$ cat src/coarse_fine_valve_regulator_core_assert.svh
// Assertion macros shared by the coarse/fine valve regulator RTL.
// No dependencies; taken in by `include in the modules that check themselves.
`ifndef COARSE_FINE_VALVE_REGULATOR_CORE_ASSERT_SVH
`define COARSE_FINE_VALVE_REGULATOR_CORE_ASSERT_SVH

// Same-cycle implication, disabled while reset is asserted.
`define CFVR_ASSERT_IMPLIES(label, clk, rst_n, ante, cons) \
    label: assert property (@(posedge clk) disable iff (!rst_n) (ante) |-> (cons)) \
        else $error("cfvr same-cycle check failed");

// Next-cycle implication, disabled while reset is asserted.
`define CFVR_ASSERT_NEXT(label, clk, rst_n, ante, cons) \
    label: assert property (@(posedge clk) disable iff (!rst_n) (ante) |=> (cons)) \
        else $error("cfvr next-cycle check failed");

`endif

$ cat src/cfvr_pkg.sv
// Types and constants of the coarse/fine valve regulator.
// No dependencies; imported by every module of the block.
package cfvr_pkg;

    localparam int P_W     = 37;   // pressure in uPa
    localparam int D_W     = P_W + 1;
    localparam int E_W     = D_W + 1;
    localparam int FLOW_W  = 14;
    localparam int BOIL_W  = 8;
    localparam int LOAD_W  = 10;
    localparam int POS_W   = 10;   // coarse / fine valve position
    localparam int FPOS_W  = 7;    // flow valve position
    localparam int SPOS_W  = POS_W + 2;
    localparam int QC_W    = 10;   // coarse step quotient
    localparam int QF_W    = 9;    // fine step quotient (only inside fine window)
    localparam int RF_W    = 27;   // fine remainder, enough below the window top
    localparam int BITS_PER_STAGE = 2;
    localparam int DIV_STAGES     = QC_W / BITS_PER_STAGE;
    localparam int FE_STAGES      = DIV_STAGES + 1;

    localparam logic [P_W-1:0]   CSTEP2    = 37'd202447350;
    localparam logic [RF_W-1:0]  FSTEP2    = 27'd202650;
    localparam logic [RF_W-1:0]  FSTEP     = 27'd101325;
    localparam logic [RF_W-1:0]  FINE_HIGH = 27'd101325000;
    localparam logic signed [E_W-1:0] E_HI = 39'sd101325;
    localparam logic signed [E_W-1:0] E_LO = -39'sd101223675;
    localparam logic [POS_W-1:0]  POS_MAX    = 10'd1000;
    localparam logic [FPOS_W-1:0] FLOW_MAX   = 7'd100;
    localparam logic [FLOW_W:0]   FLOW_BAND  = 15'd90;
    localparam logic [BOIL_W-1:0] BOIL_LIMIT = 8'd100;

    localparam int CFG_IDX_W = 1;
    localparam logic [CFG_IDX_W-1:0] CFG_AUTO_PRESSURE = 1'd0;
    localparam logic [CFG_IDX_W-1:0] CFG_AUTO_FLOW     = 1'd1;

    typedef enum logic [1:0] {
        MODE_TICK,
        MODE_LOAD_COARSE,
        MODE_LOAD_FINE,
        MODE_LOAD_FLOW
    } mode_t;

    typedef struct packed {
        mode_t             mode;
        logic              enabled;
        logic [P_W-1:0]    pressure;
        logic [P_W-1:0]    pressure_target;
        logic [BOIL_W-1:0] boiling_level;
        logic [FLOW_W-1:0] flow;
        logic [FLOW_W-1:0] flow_target;
        logic [LOAD_W-1:0] load_value;
    } item_t;

    // One word in flight through the front pipeline.
    typedef struct packed {
        mode_t                  mode;
        logic                   run;
        logic                   d_pos;
        logic signed [D_W-1:0]  d;
        logic [P_W-1:0]         mag;
        logic [P_W-1:0]         rem_c;
        logic [QC_W-1:0]        q_c;
        logic [RF_W-1:0]        rem_f;
        logic [QF_W-1:0]        q_f;
        logic                   fine_win;
        logic                   flow_hi;
        logic                   flow_lo;
        logic [POS_W-1:0]       load_pos;
        logic [FPOS_W-1:0]      load_flow;
    } fe_item_t;

    // Classified word handed from front to back.
    typedef struct packed {
        mode_t                  mode;
        logic                   run;
        logic                   d_pos;
        logic signed [D_W-1:0]  d;
        logic [QC_W-1:0]        q_c;
        logic [QF_W-1:0]        q_f;
        logic                   fine_win;
        logic                   flow_hi;
        logic                   flow_lo;
        logic [POS_W-1:0]       load_pos;
        logic [FPOS_W-1:0]      load_flow;
    } cmd_t;

    typedef struct packed {
        logic [POS_W-1:0]  coarse_valve;
        logic [POS_W-1:0]  fine_valve;
        logic [FPOS_W-1:0] flow_valve;
    } result_t;

endpackage

$ cat src/coarse_fine_valve_regulator_core.sv
// Top level of the coarse/fine valve regulator: stream ports and config port.
// Depends on cfvr_pkg, cfvr_front, cfvr_queue and cfvr_back.
//
//  channel   | direction | handshake               | contents
//  ----------+-----------+-------------------------+-----------------------------------
//  s_axis    | in        | s_axis_tvalid/tready    | one regulator word (mode in tuser)
//  m_axis    | out       | m_axis_tvalid/tready    | valve positions after that word
//  cfg       | in        | cfg_we (no wait)        | auto_pressure (0), auto_flow (1)
//
// One word per cycle sustained while m_axis keeps up. The front pipe forms the
// pressure error in one stage, then a five stage restoring divider (two quotient
// bits per stage) derives the coarse and fine step counts; the queue and the
// position update register follow before the result is presented on m_axis.
// Reset: all valve positions 0, both auto bits 1; no memory needs clearing.
// A stall on m_axis fills the queue and then holds the front pipe; s_axis_tready
// drops only while the front's last stage is blocked.
module coarse_fine_valve_regulator_core
    import cfvr_pkg::*;
#(
    parameter int QUEUE_DEPTH = 2
)
(
    input  logic                 clk,
    input  logic                 rst_n,
    input  logic                 s_axis_tvalid,
    output logic                 s_axis_tready,
    // enabled[0], pressure[37:1], pressure_target[74:38], boiling_level[82:75],
    // flow[96:83], flow_target[110:97], load_value[120:111], zero[127:121]
    input  logic [127:0]         s_axis_tdata,
    // mode[1:0]
    input  logic [1:0]           s_axis_tuser,
    output logic                 m_axis_tvalid,
    input  logic                 m_axis_tready,
    // coarse_valve[9:0], fine_valve[19:10], flow_valve[26:20], zero[31:27]
    output logic [31:0]          m_axis_tdata,
    input  logic                 cfg_we,
    input  logic [CFG_IDX_W-1:0] cfg_index,
    input  logic                 cfg_data
);

    item_t   in_item;
    cmd_t    fe_cmd, bk_cmd;
    logic    fe_valid, fe_ready;
    logic    bk_valid, bk_ready;
    result_t result;

    // unpack the input word
    assign in_item.mode            = mode_t'(s_axis_tuser);
    assign in_item.enabled         = s_axis_tdata[0];
    assign in_item.pressure        = s_axis_tdata[37:1];
    assign in_item.pressure_target = s_axis_tdata[74:38];
    assign in_item.boiling_level   = s_axis_tdata[82:75];
    assign in_item.flow            = s_axis_tdata[96:83];
    assign in_item.flow_target     = s_axis_tdata[110:97];
    assign in_item.load_value      = s_axis_tdata[120:111];

    cfvr_front u_front
    (
        .clk       (clk),
        .rst_n     (rst_n),
        .in_valid  (s_axis_tvalid),
        .in_ready  (s_axis_tready),
        .in_item   (in_item),
        .cmd_valid (fe_valid),
        .cmd_ready (fe_ready),
        .cmd       (fe_cmd)
    );

    // decouples the divider pipe from the position update
    cfvr_queue #(.DEPTH(QUEUE_DEPTH)) u_queue
    (
        .clk        (clk),
        .rst_n      (rst_n),
        .push_valid (fe_valid),
        .push_ready (fe_ready),
        .push_data  (fe_cmd),
        .pop_valid  (bk_valid),
        .pop_ready  (bk_ready),
        .pop_data   (bk_cmd)
    );

    cfvr_back u_back
    (
        .clk       (clk),
        .rst_n     (rst_n),
        .cfg_we    (cfg_we),
        .cfg_index (cfg_index),
        .cfg_data  (cfg_data),
        .cmd_valid (bk_valid),
        .cmd_ready (bk_ready),
        .cmd       (bk_cmd),
        .out_valid (m_axis_tvalid),
        .out_ready (m_axis_tready),
        .out_data  (result)
    );

    // pack the result word
    assign m_axis_tdata = {5'd0, result.flow_valve, result.fine_valve, result.coarse_valve};

endmodule

$ cat src/cfvr_front.sv
// Front end: accepts words, forms the pressure error and divides it into step counts.
// Depends on cfvr_pkg.
module cfvr_front
    import cfvr_pkg::*;
(
    input  logic     clk,
    input  logic     rst_n,
    input  logic     in_valid,
    output logic     in_ready,
    input  item_t    in_item,
    output logic     cmd_valid,
    input  logic     cmd_ready,
    output cmd_t     cmd
);

    logic     vld_reg [FE_STAGES];
    fe_item_t pl_reg  [FE_STAGES];
    fe_item_t pl_next [FE_STAGES];
    logic     adv;

    // whole pipe holds when the last stage cannot hand off
    assign adv      = !vld_reg[FE_STAGES-1] || cmd_ready;
    assign in_ready = adv;

    // stage 0: difference, magnitude and the narrow compares
    always_comb
    begin
        pl_next[0]       = '0;
        pl_next[0].mode  = in_item.mode;
        pl_next[0].run   = (in_item.mode == MODE_TICK) && in_item.enabled
                           && (in_item.boiling_level < BOIL_LIMIT);
        pl_next[0].d     = $signed({1'b0, in_item.pressure} - {1'b0, in_item.pressure_target});
        pl_next[0].d_pos = !pl_next[0].d[D_W-1] && (pl_next[0].d != '0);
        pl_next[0].mag   = pl_next[0].d[D_W-1] ? (in_item.pressure_target - in_item.pressure)
                                               : (in_item.pressure - in_item.pressure_target);
        pl_next[0].rem_c = pl_next[0].mag;
        pl_next[0].rem_f = pl_next[0].mag[RF_W-1:0];
        pl_next[0].flow_hi = {1'b0, in_item.flow} > ({1'b0, in_item.flow_target} + FLOW_BAND);
        pl_next[0].flow_lo = ({1'b0, in_item.flow} + FLOW_BAND) < {1'b0, in_item.flow_target};
        pl_next[0].load_pos = (in_item.load_value > POS_MAX) ? POS_MAX : in_item.load_value;
        pl_next[0].load_flow = (in_item.load_value > LOAD_W'(FLOW_MAX)) ? FLOW_MAX
                                                               : in_item.load_value[FPOS_W-1:0];
    end

    // restoring division, two quotient bits per stage, coarse and fine side by side
    for (genvar s = 1; s < FE_STAGES; s++)
    begin : g_div
        always_comb
        begin
            pl_next[s] = pl_reg[s-1];
            if (s == 1)
            begin
                pl_next[s].fine_win = (pl_reg[s-1].mag > P_W'(FSTEP))
                                      && (pl_reg[s-1].mag < P_W'(FINE_HIGH));
            end
            for (int j = 0; j < BITS_PER_STAGE; j++)
            begin
                if ({1'b0, pl_next[s].rem_c} >=
                    (D_W'(CSTEP2) << (QC_W - 1 - BITS_PER_STAGE * (s - 1) - j)))
                begin
                    pl_next[s].rem_c = pl_next[s].rem_c - P_W'(D_W'(CSTEP2)
                                       << (QC_W - 1 - BITS_PER_STAGE * (s - 1) - j));
                    pl_next[s].q_c = pl_next[s].q_c
                                     | (QC_W'(1) << (QC_W - 1 - BITS_PER_STAGE * (s - 1) - j));
                end
                if ((QC_W - 1 - BITS_PER_STAGE * (s - 1) - j) < QF_W)
                begin
                    if ({1'b0, pl_next[s].rem_f} >=
                        ((RF_W + 1)'(FSTEP2) << (QC_W - 1 - BITS_PER_STAGE * (s - 1) - j)))
                    begin
                        pl_next[s].rem_f = pl_next[s].rem_f - RF_W'((RF_W + 1)'(FSTEP2)
                                           << (QC_W - 1 - BITS_PER_STAGE * (s - 1) - j));
                        pl_next[s].q_f = pl_next[s].q_f
                                     | (QF_W'(1) << (QC_W - 1 - BITS_PER_STAGE * (s - 1) - j));
                    end
                end
            end
        end
    end

    always_ff @(posedge clk or negedge rst_n)
    begin
        if (!rst_n)
        begin
            for (int s = 0; s < FE_STAGES; s++)
            begin
                vld_reg[s] <= 1'b0;
            end
        end
        else if (adv)
        begin
            vld_reg[0] <= in_valid;
            for (int s = 1; s < FE_STAGES; s++)
            begin
                vld_reg[s] <= vld_reg[s-1];
            end
        end
    end

    always_ff @(posedge clk)
    begin
        if (adv)
        begin
            for (int s = 0; s < FE_STAGES; s++)
            begin
                pl_reg[s] <= pl_next[s];
            end
        end
    end

    assign cmd_valid = vld_reg[FE_STAGES-1];

    always_comb
    begin
        cmd.mode      = pl_reg[FE_STAGES-1].mode;
        cmd.run       = pl_reg[FE_STAGES-1].run;
        cmd.d_pos     = pl_reg[FE_STAGES-1].d_pos;
        cmd.d         = pl_reg[FE_STAGES-1].d;
        cmd.q_c       = pl_reg[FE_STAGES-1].q_c;
        cmd.q_f       = pl_reg[FE_STAGES-1].q_f;
        cmd.fine_win  = pl_reg[FE_STAGES-1].fine_win;
        cmd.flow_hi   = pl_reg[FE_STAGES-1].flow_hi;
        cmd.flow_lo   = pl_reg[FE_STAGES-1].flow_lo;
        cmd.load_pos  = pl_reg[FE_STAGES-1].load_pos;
        cmd.load_flow = pl_reg[FE_STAGES-1].load_flow;
    end

endmodule

$ cat src/cfvr_queue.sv
// Short command queue between front and back of the valve regulator.
// Depends on cfvr_pkg and the assertion macro header.
`include "coarse_fine_valve_regulator_core_assert.svh"
module cfvr_queue
    import cfvr_pkg::*;
#(
    parameter int DEPTH = 2
)
(
    input  logic clk,
    input  logic rst_n,
    input  logic push_valid,
    output logic push_ready,
    input  cmd_t push_data,
    output logic pop_valid,
    input  logic pop_ready,
    output cmd_t pop_data
);

    localparam int PTR_W = (DEPTH > 1) ? $clog2(DEPTH) : 1;
    localparam int CNT_W = $clog2(DEPTH + 1);
    localparam logic [PTR_W-1:0] LAST = PTR_W'(DEPTH - 1);

    cmd_t             mem [DEPTH];
    logic [PTR_W-1:0] wr_ptr_reg;
    logic [PTR_W-1:0] rd_ptr_reg;
    logic [CNT_W-1:0] count_reg;
    logic             push;
    logic             pop;

    assign push_ready = (count_reg != CNT_W'(DEPTH));
    assign pop_valid  = (count_reg != '0);
    assign push       = push_valid && push_ready;
    assign pop        = pop_valid && pop_ready;
    assign pop_data   = mem[rd_ptr_reg];

    always_ff @(posedge clk or negedge rst_n)
    begin
        if (!rst_n)
        begin
            wr_ptr_reg <= '0;
            rd_ptr_reg <= '0;
            count_reg  <= '0;
        end
        else
        begin
            if (push)
            begin
                wr_ptr_reg <= (wr_ptr_reg == LAST) ? '0 : wr_ptr_reg + 1'b1;
            end
            if (pop)
            begin
                rd_ptr_reg <= (rd_ptr_reg == LAST) ? '0 : rd_ptr_reg + 1'b1;
            end
            if (push && !pop)
            begin
                count_reg <= count_reg + 1'b1;
            end
            else if (pop && !push)
            begin
                count_reg <= count_reg - 1'b1;
            end
        end
    end

    always_ff @(posedge clk)
    begin
        if (push)
        begin
            mem[wr_ptr_reg] <= push_data;
        end
    end

    `CFVR_ASSERT_IMPLIES(a_q_bound, clk, rst_n, 1'b1, count_reg <= CNT_W'(DEPTH))
    `CFVR_ASSERT_NEXT(a_q_fill, clk, rst_n, push && !pop, count_reg == $past(count_reg) + 1'b1)

endmodule

$ cat src/cfvr_back.sv
// Back end: holds the valve positions and config bits, applies one command per pop.
// Depends on cfvr_pkg and the assertion macro header.
`include "coarse_fine_valve_regulator_core_assert.svh"
module cfvr_back
    import cfvr_pkg::*;
(
    input  logic                 clk,
    input  logic                 rst_n,
    input  logic                 cfg_we,
    input  logic [CFG_IDX_W-1:0] cfg_index,
    input  logic                 cfg_data,
    input  logic                 cmd_valid,
    output logic                 cmd_ready,
    input  cmd_t                 cmd,
    output logic                 out_valid,
    input  logic                 out_ready,
    output result_t              out_data
);

    logic              auto_pressure_reg;
    logic              auto_flow_reg;
    logic [POS_W-1:0]  coarse_reg, coarse_next;
    logic [POS_W-1:0]  fine_reg, fine_next;
    logic [FPOS_W-1:0] flow_reg, flow_next;
    logic              out_valid_reg;
    logic              pop;
    logic              pos_ok;

    logic [RF_W-1:0]          fine_scaled;
    logic signed [E_W-1:0]    e;
    logic                     coarse_mv;
    logic [QC_W-1:0]          step_c;
    logic [QF_W-1:0]          step_f;
    logic signed [SPOS_W-1:0] c_sum, f_sum;
    logic [POS_W-1:0]         c_reg_out, f_reg_out;
    logic [FPOS_W-1:0]        fl_base, fl_reg_out;

    assign cmd_ready = !out_valid_reg || out_ready;
    assign pop       = cmd_valid && cmd_ready;

    // pressure part: e is the error left after the fine valve's share
    assign fine_scaled = {{(RF_W-POS_W){1'b0}}, fine_reg} * FSTEP;
    assign e           = {cmd.d[D_W-1], cmd.d} - $signed({{(E_W-RF_W){1'b0}}, fine_scaled});
    assign coarse_mv   = (e > E_HI) || (e < E_LO);
    assign step_c      = (cmd.q_c == '0) ? QC_W'(1) : cmd.q_c;
    assign step_f      = (cmd.q_f == '0) ? QF_W'(1) : cmd.q_f;

    always_comb
    begin
        c_sum = $signed({2'b00, coarse_reg});
        f_sum = $signed({2'b00, fine_reg});
        if (coarse_mv)
        begin
            c_sum = cmd.d_pos ? c_sum - $signed({2'b00, step_c})
                              : c_sum + $signed({2'b00, step_c});
        end
        if (cmd.fine_win)
        begin
            f_sum = cmd.d_pos ? f_sum - $signed({3'b000, step_f})
                              : f_sum + $signed({3'b000, step_f});
        end
        // both closed keeps the fine valve cracked open
        priority if (c_sum < 1 && f_sum < 1)
        begin
            c_sum = '0;
            f_sum = SPOS_W'(1);
        end
        else if (c_sum < 0)
        begin
            c_sum = '0;
        end
        else if (f_sum < 0)
        begin
            f_sum = '0;
        end
        else
        begin
            f_sum = f_sum;
        end
        c_reg_out = (c_sum > $signed({2'b00, POS_MAX})) ? POS_MAX : c_sum[POS_W-1:0];
        f_reg_out = (f_sum > $signed({2'b00, POS_MAX})) ? POS_MAX : f_sum[POS_W-1:0];
    end

    // flow part: one step toward the setpoint outside the band
    always_comb
    begin
        fl_base    = (flow_reg == '0) ? FPOS_W'(1) : flow_reg;
        fl_reg_out = fl_base;
        priority if (cmd.flow_hi)
        begin
            if (fl_base > FPOS_W'(1))
            begin
                fl_reg_out = fl_base - 1'b1;
            end
        end
        else if (cmd.flow_lo)
        begin
            if (fl_base < FLOW_MAX)
            begin
                fl_reg_out = fl_base + 1'b1;
            end
        end
        else
        begin
            fl_reg_out = fl_base;
        end
    end

    always_comb
    begin
        coarse_next = coarse_reg;
        fine_next   = fine_reg;
        flow_next   = flow_reg;
        unique case (cmd.mode)
            MODE_TICK:
            begin
                if (cmd.run && auto_pressure_reg)
                begin
                    coarse_next = c_reg_out;
                    fine_next   = f_reg_out;
                end
                if (cmd.run && auto_flow_reg)
                begin
                    flow_next = fl_reg_out;
                end
            end
            MODE_LOAD_COARSE: coarse_next = cmd.load_pos;
            MODE_LOAD_FINE:   fine_next   = cmd.load_pos;
            MODE_LOAD_FLOW:   flow_next   = cmd.load_flow;
            default:          coarse_next = coarse_reg;
        endcase
    end

    always_ff @(posedge clk or negedge rst_n)
    begin
        if (!rst_n)
        begin
            auto_pressure_reg <= 1'b1;
            auto_flow_reg     <= 1'b1;
            coarse_reg        <= '0;
            fine_reg          <= '0;
            flow_reg          <= '0;
            out_valid_reg     <= 1'b0;
        end
        else
        begin
            if (cfg_we)
            begin
                unique case (cfg_index)
                    CFG_AUTO_PRESSURE: auto_pressure_reg <= cfg_data;
                    CFG_AUTO_FLOW:     auto_flow_reg     <= cfg_data;
                    default:           auto_flow_reg     <= auto_flow_reg;
                endcase
            end
            if (pop)
            begin
                coarse_reg    <= coarse_next;
                fine_reg      <= fine_next;
                flow_reg      <= flow_next;
                out_valid_reg <= 1'b1;
            end
            else if (out_ready)
            begin
                out_valid_reg <= 1'b0;
            end
        end
    end

    // the positions themselves are the result of the last applied word
    assign out_valid             = out_valid_reg;
    assign out_data.coarse_valve = coarse_reg;
    assign out_data.fine_valve   = fine_reg;
    assign out_data.flow_valve   = flow_reg;

    assign pos_ok = (coarse_reg <= POS_MAX) && (fine_reg <= POS_MAX) && (flow_reg <= FLOW_MAX);

    `CFVR_ASSERT_IMPLIES(a_pos_range, clk, rst_n, 1'b1, pos_ok)
    `CFVR_ASSERT_NEXT(a_pop_shows, clk, rst_n, pop, out_valid_reg)

endmodule
$ cat config.mk
export PLATFORM = sky130hd
export DESIGN_NAME = coarse_fine_valve_regulator_core
export DESIGN_NICKNAME = d
export VERILOG_FILES = /design/src/cfvr_pkg.sv /design/src/coarse_fine_valve_regulator_core.sv /design/src/cfvr_front.sv /design/src/cfvr_queue.sv /design/src/cfvr_back.sv
export VERILOG_INCLUDE_DIRS = /design/src /design/src/src
export SDC_FILE = /design/constraint.sdc
export NUM_CORES = 2
export LEC_CHECK = 0
export BUFFER_PORTS_ARGS = -buffer_cell sky130_fd_sc_hd__buf_2
export CAP_MARGIN = 20
export CORE_MARGIN = 2
export CORE_UTILIZATION = 45
export DETAILED_ROUTE_END_ITERATION = 10
export GPL_ROUTABILITY_DRIVEN = 0
export PLACE_DENSITY_LB_ADDON = 0.08
export SETUP_SLACK_MARGIN = 0.05
export SYNTH_ARGS = -nofsm -noshare
export SYNTH_HDL_FRONTEND = slang
export SYNTH_SLANG_ARGS = --single-unit
$ cat constraint.sdc
create_clock -name clk -period 24 [get_ports clk]
set_input_delay 1.2 -clock clk [delete_from_list [all_inputs] [get_ports clk]]
set_output_delay 1.2 -clock clk [all_outputs]
set_load 0.05 [all_outputs]
### Word-level counts from Yosys, hierarchy flattened

Memories as Yosys holds them, arrays and structs flattened.
Index checks and enable logic that the tools add are counted.

* RAM bits: 1254
* register bits after elaboration: 40
* memories: 2
* input port bits: 137
* output and inout port bits: 34

Memories
* u_front.pl_reg: depth 6, width 182, rd ports 6, clocked after memory_dff 0, wr ports 6, RTL line cfvr_front.sv:17 `fe_item_t pl_reg [FE_STAGES];`
* u_queue.mem: depth 2, width 81, rd ports 1, clocked after memory_dff 0, wr ports 1, RTL line cfvr_queue.sv:24 `cmd_t mem [DEPTH];`

* add/sub/neg operators: 35
* multiplexer cells: 56
* bitwise logic cells: 1
* equal/unequal tests: 6
* $lt $le $gt $ge: 36
* reduce and logical (&&, ||, !) cells: 36
* multipliers: 1

Operator list (number)
* two-way mux 47 bit: 10
* two-way mux 36 bit: 9
* two-way mux 12 bit: 9
* subtractor 37 bit: 2
* two-way mux 10 bit: 6
* two-way mux 7 bit: 7
* one-hot mux 10 bit (2 select lines): 2
* > comparator 39 x 18 -> 1 bit, second input constant: 1
* < comparator 39 x 28 -> 1 bit, second input constant: 1
* subtractor 38 x 28 -> 39 bit: 1
* nonzero test 38 bit: 1
* subtractor 37 x 37 -> 38 bit: 1
* >= comparator 37 x 28 -> 1 bit, second input constant: 1
* >= comparator 37 x 29 -> 1 bit, second input constant: 1
* >= comparator 37 x 30 -> 1 bit, second input constant: 1
* >= comparator 37 x 31 -> 1 bit, second input constant: 1
* >= comparator 37 x 32 -> 1 bit, second input constant: 1
* >= comparator 37 x 33 -> 1 bit, second input constant: 1
* >= comparator 37 x 34 -> 1 bit, second input constant: 1
* >= comparator 37 x 35 -> 1 bit, second input constant: 1
* >= comparator 37 x 36 -> 1 bit, second input constant: 1
* >= comparator 37 bit, second input constant: 1
* > comparator 37 x 17 -> 1 bit, second input constant: 1
* < comparator 37 x 27 -> 1 bit, second input constant: 1
* 69 further kinds: 109

### Depth between registers and ports, before layout

An unclocked memory read counts as a cell.

* depth in word-level cells: 14
* mapped depth: 39
* gate-level depth less buffers: 37

### Hierarchy

A second synthesis with hierarchy kept.

* cells, all modules: 5517
* area total of the unflattened synthesis: 57695.3 um^2

Modules (own cells, without submodules)
* cfvr_front: sequential area each 20870.0 um^2, cells each 4015, area each 41786.3 um^2, instances 1
* cfvr_back: sequential area each 753.2 um^2, cells each 1226, area each 9429.0 um^2, instances 1
* cfvr_queue: sequential area each 4964.8 um^2, cells each 270, area each 6438.7 um^2, instances 1
* coarse_fine_valve_regulator_core: sequential area each 0.0 um^2, cells each 6, area each 41.3 um^2, instances 1

### Worst setup path after synthesis

Ideal clock, no wire load.

* path type: register to register
* start: register u_queue.count_reg[0]
* end: memory u_front.pl_reg[0][0] (netlist name) (enable)
* slack: 1.383 ns
* stages on the path, launching flop included: 3
* arrival: 15.970 ns
* clock period less this slack: 22.617 ns
* cells stage by stage: dfrtp_1 > clkbuf_1 > nand3b_1

RTL lines
* start, declared: RTL line cfvr_queue.sv:27 `logic [CNT_W-1:0] count_reg;`
* start signal, assigned: RTL line cfvr_queue.sv:57 `count_reg <= count_reg + 1'b1;`
* start signal, assigned: RTL line cfvr_queue.sv:61 `count_reg <= count_reg - 1'b1;`
* end, declared: RTL line cfvr_front.sv:17

### Worst setup path in the final report

* start: register u_back.fine_reg[1]
* end: register u_back.coarse_reg[3]

* cells in the longest elaborated chain, start to end: 12
* elaborated cells between the ends (all ways): 20
* those cells by class: add/sub (3); mul (1); order compare (6); mux (8); reduce/logical (2)

Ends and longest elaborated chain
* start, declared: RTL line cfvr_back.sv:23 `logic [POS_W-1:0] fine_reg, fine_next;`
* start signal, assigned: RTL line cfvr_back.sv:158 `fine_reg <= fine_next;`
* multiplier 10 x 17 -> 27 bit: RTL line cfvr_back.sv:42 `assign fine_scaled = {{(RF_W-POS_W){1'b0}}, fine_reg} * FSTEP;`
* subtractor 38 x 28 -> 39 bit: RTL line cfvr_back.sv:43 `assign e = {cmd.d[D_W-1], cmd.d} - $signed({{(E_W-RF_W){1'b0}}, fine_scaled});`
* > comparator 39 x 18 -> 1 bit or < comparator 39 x 28 -> 1 bit (tied branches): RTL line cfvr_back.sv:44 `assign coarse_mv = (e > E_HI) || (e < E_LO);`
* logical OR 1 bit: RTL line cfvr_back.sv:44
* two-way mux 12 bit: RTL line cfvr_back.sv:52 `if (coarse_mv)`
* < comparator 12 x 1 -> 1 bit or < comparator 12 x 2 -> 1 bit (tied branches): RTL line cfvr_back.sv:68, cfvr_back.sv:63
* two-way mux 12 bit or logical AND 1 bit (tied branches): RTL line cfvr_back.sv:68, cfvr_back.sv:63
* two-way mux 12 bit *: RTL line cfvr_back.sv:63 `priority if (c_sum < 1 && f_sum < 1)`
* > comparator 12 x 11 -> 1 bit: RTL line cfvr_back.sv:80 `c_reg_out = (c_sum > $signed({2'b00, POS_MAX})) ? POS_MAX : c_sum[POS_W-1:0];`
* two-way mux 10 bit *: RTL line cfvr_back.sv:80
* two-way mux 10 bit *: RTL line cfvr_back.sv:117 `if (cmd.run && auto_pressure_reg)`
* one-hot mux 10 bit (2 select lines) *: RTL line cfvr_back.sv:114 `unique case (cmd.mode)`
* end signal, assigned: RTL line cfvr_back.sv:157 `coarse_reg <= coarse_next;`
* end, declared: RTL line cfvr_back.sv:22 `logic [POS_W-1:0] coarse_reg, coarse_next;`

Every way passes the cells marked *; elsewhere a longest branch is shown, timed or not. The select of a mux whose other input is x is not followed.
A chain may end at the register's enable or synchronous reset.

==> summary.txt <==
Worst setup path
  – Peak fanout along the critical path: 10
  – Slowest cell on the critical path: dfrtp_1
  – CP max stage delay: around 0.7 ns
  – Worst path bufs/invs: 3
  – CP Data Arrival Time: between 10 and 15 ns
  – WP data required: about 25 ns
  – Critical Path Start Type: register
  – Critical Path End Type: register
  – CP Class: reg2reg
  – CP delay by family, top: adder cells
  – R2R Setup Slk: about 14 ns

STA
  – Final hold violations: 0
  – Unrepaired setup endpoints after global routing: no
  – Slew Viols, Final: 0
  – Fmax: about 100 MHz
  – Clock skew: 0.0531 ns
  – Final setup fails: 0
  – Tcrit/Tclk final: roughly 41%
  – Slew @ Worst Pin: 1.12 ns
  – Min Tclk post-route: about 10 ns
  – Setup TNS: 0 ns
  – Relative slew margins: 25.1%
  – WHS: between 0.3 and 0.4 ns

Global route
  – Vias in the first global route: roughly 38000
  – Initial antenna violation count: 6
  – GRT overflow: 0
  – Largest net degree at the start of global routing: ~190
  – Global-route wire length before repair: between 200000 and 250000 um
  – GRT Total Usage: 19.8%

Detailed routing
  – Vias per cell: between 5 and 6
  – Routed length per instance: 18.0 um
  – Routed vias: approximately 40000
  – DR iter-0 viols: around 3200
  – DRC errors left: 0
  – DRT Wirelength: ~130000 um
  – Final ANT Viol Nets: 0
  – DRT Pass-1 Iters: 7

Layout
  – Finished Layout Cells: 7011
  – Area Overhead vs Synth: 9.86%
  – Layout cell share with drive strength beyond 1: a little under a tenth
  – Net count, final: about 5800
  – Fillers: 11300
  – Register Area: 26600 um2
  – Largest register FFs: 690
  – Multi-input logic area: between 20000 and 30000 um2

Clock tree
  – CTS tree: built
  – CTS Sinks: between 800 and 900
  – Max Root-Sink Buffers: 3
  – Inserted Clock Buffers: 95
  – H-tree depth: 3
  – Clk slew on worst S/H paths: 0.06 ns
  – Later-pin clock latency in the skew report: between 0.6 and 0.7 ns
  – Cts repair resizes: 0
  – Root Buffer: clkbuf_16
  – Hold buffers post-CTS: 0
  – Postcts setup bufs: 0

Synth
  – Commonest cells post-synth: edfxtp_1, nor2_1, nand2_1
  – Syn_area_per_cell: about 11 um2
  – EDFF count, synth: approximately 850
  – Syn. warnings: 0
  – Largest area contributor in the netlist: edfxtp_1
  – Post-Synthesis Cells: 5203
  – Cell variety after synth: 118
  – Seq/Total Area, Yosys: between 40% and 50%
  – Asr flop ratio synth: under 10%
  – Most frequent cell after synthesis: edfxtp_1
  – Top cells by area, synth: edfxtp_1, ha_1, xnor2_1, a21oi_1, nor2_1
  – Flops & latches, synth: 892
  – Main synth FF type: edfxtp_1
  – Post-synth top area share: a little under half
  – Mapped cell area: 55400 um2

Die
  – CORE AREA: about 120000 um2
  – # IOs: roughly 170
  – Die Span Y: 355 um
  – Starting density of the core: between 40 and 50%
  – Std cell rows: ~130
  – Chip Width: about 350 um
  – Die ar.: roughly 130000 um2

Hold path
  – Hold Path Class: reg2reg

Job
  – Max cap viols: 0

Placed design
  – Placed cell count: around 6800
  – Dpl hpwl: 94500 um
  – Port bufs: ~160

Outcome
  – Status: completed
final cells by class:
cell class / count / area share (%)
antenna: 2 / 0.00823
clock buffer: 114 / 4.02
clock inverter: 61 / 1.06
inverter: 330 / 2.04
multi-input combinational: 3794 / 44.0
sequential: 892 / 43.7
tap: 1625 / 3.34
timing repair buffer: 193 / 1.79
through the flow:
| stage | instance area [um2] | utilization, % | worst slack (ns) |
|---|---|---|---|
| after CTS | 60800 | 49.8 | 14.07 |
| after detailed placement | 57700 | 47.3 | 14.14 |
| after global placement | 57700 | 47.3 | 14.08 |
| final | 60800 | 49.9 | 14.06 |
| after floorplan | 55400 | - | 1.38 |
| after global routing | 60800 | 49.9 | 13.40 |
worst paths after layout:
kind | end | cells after the start | start
min in group asynchronous | u_back.flow_reg[4] | 1 | rst_n
hold reg to reg | u_front.pl_reg[5][27] | 0 | u_front.pl_reg[4][27]
hold / removal | u_front.pl_reg[5][27] | 0 | u_front.pl_reg[4][27]
setup reg to reg | u_back.coarse_reg[3] | 33 | u_back.fine_reg[1]
setup / recovery | u_back.coarse_reg[3] | 33 | u_back.fine_reg[1]
max in group asynchronous | u_queue.rd_ptr_reg | 1 | rst_n
routing by layer:
metal	track usage, %	vias up	part of all wire (%)
met5	0	-	0.0095
met4	6.26	2	2.8
met3	2.30	195	3.8
met2	32.2	813	46
met1	27.7	18500	47
li1	-	19400	-
logic make-up after synthesis:
family / count (synthesis) / synth area share [%]
AO/OA/AOI/OAI: 1188 / 14.3
XOR/XNOR: 512 / 8.12
adder cells (fa/ha/maj): 331 / 8.22
buffers and inverters: 521 / 3.69
flip-flops: 892 / 48.0
multiplexers: 149 / 2.84
other: 1 / 0.00677
AND/OR/NAND/NOR: 1609 / 14.8
placed cells by master (no fill, tap or decap), types with 46 or more instances in the layout:
cell type,synthesis,routed
nand2_1,362,362
and2_1,51,51
fa_1,55,55
mux2i_1,86,86
or3_1,48,48
nor2_1,365,364
nor4_1,58,58
a21o_1,84,84
edfxtp_1,852,852
and3_1,47,46
o211ai_1,53,53
nand4_1,65,65
ha_1,276,276
mux2_2,62,62
xor2_1,153,153
clkbuf_16,0,95
xnor2_1,358,358
a31oi_1,61,61
inv_1,323,323
o21ai_0,246,246
buf_2,16,156
a21oi_1,297,297
nor2b_1,54,54
o21a_1,60,60
nand3_1,156,156
nor3_1,159,159
Power is left out: the tool's default activity adds up to more than one toggle a clock period on the data nets, which glitch-free logic cannot reach.
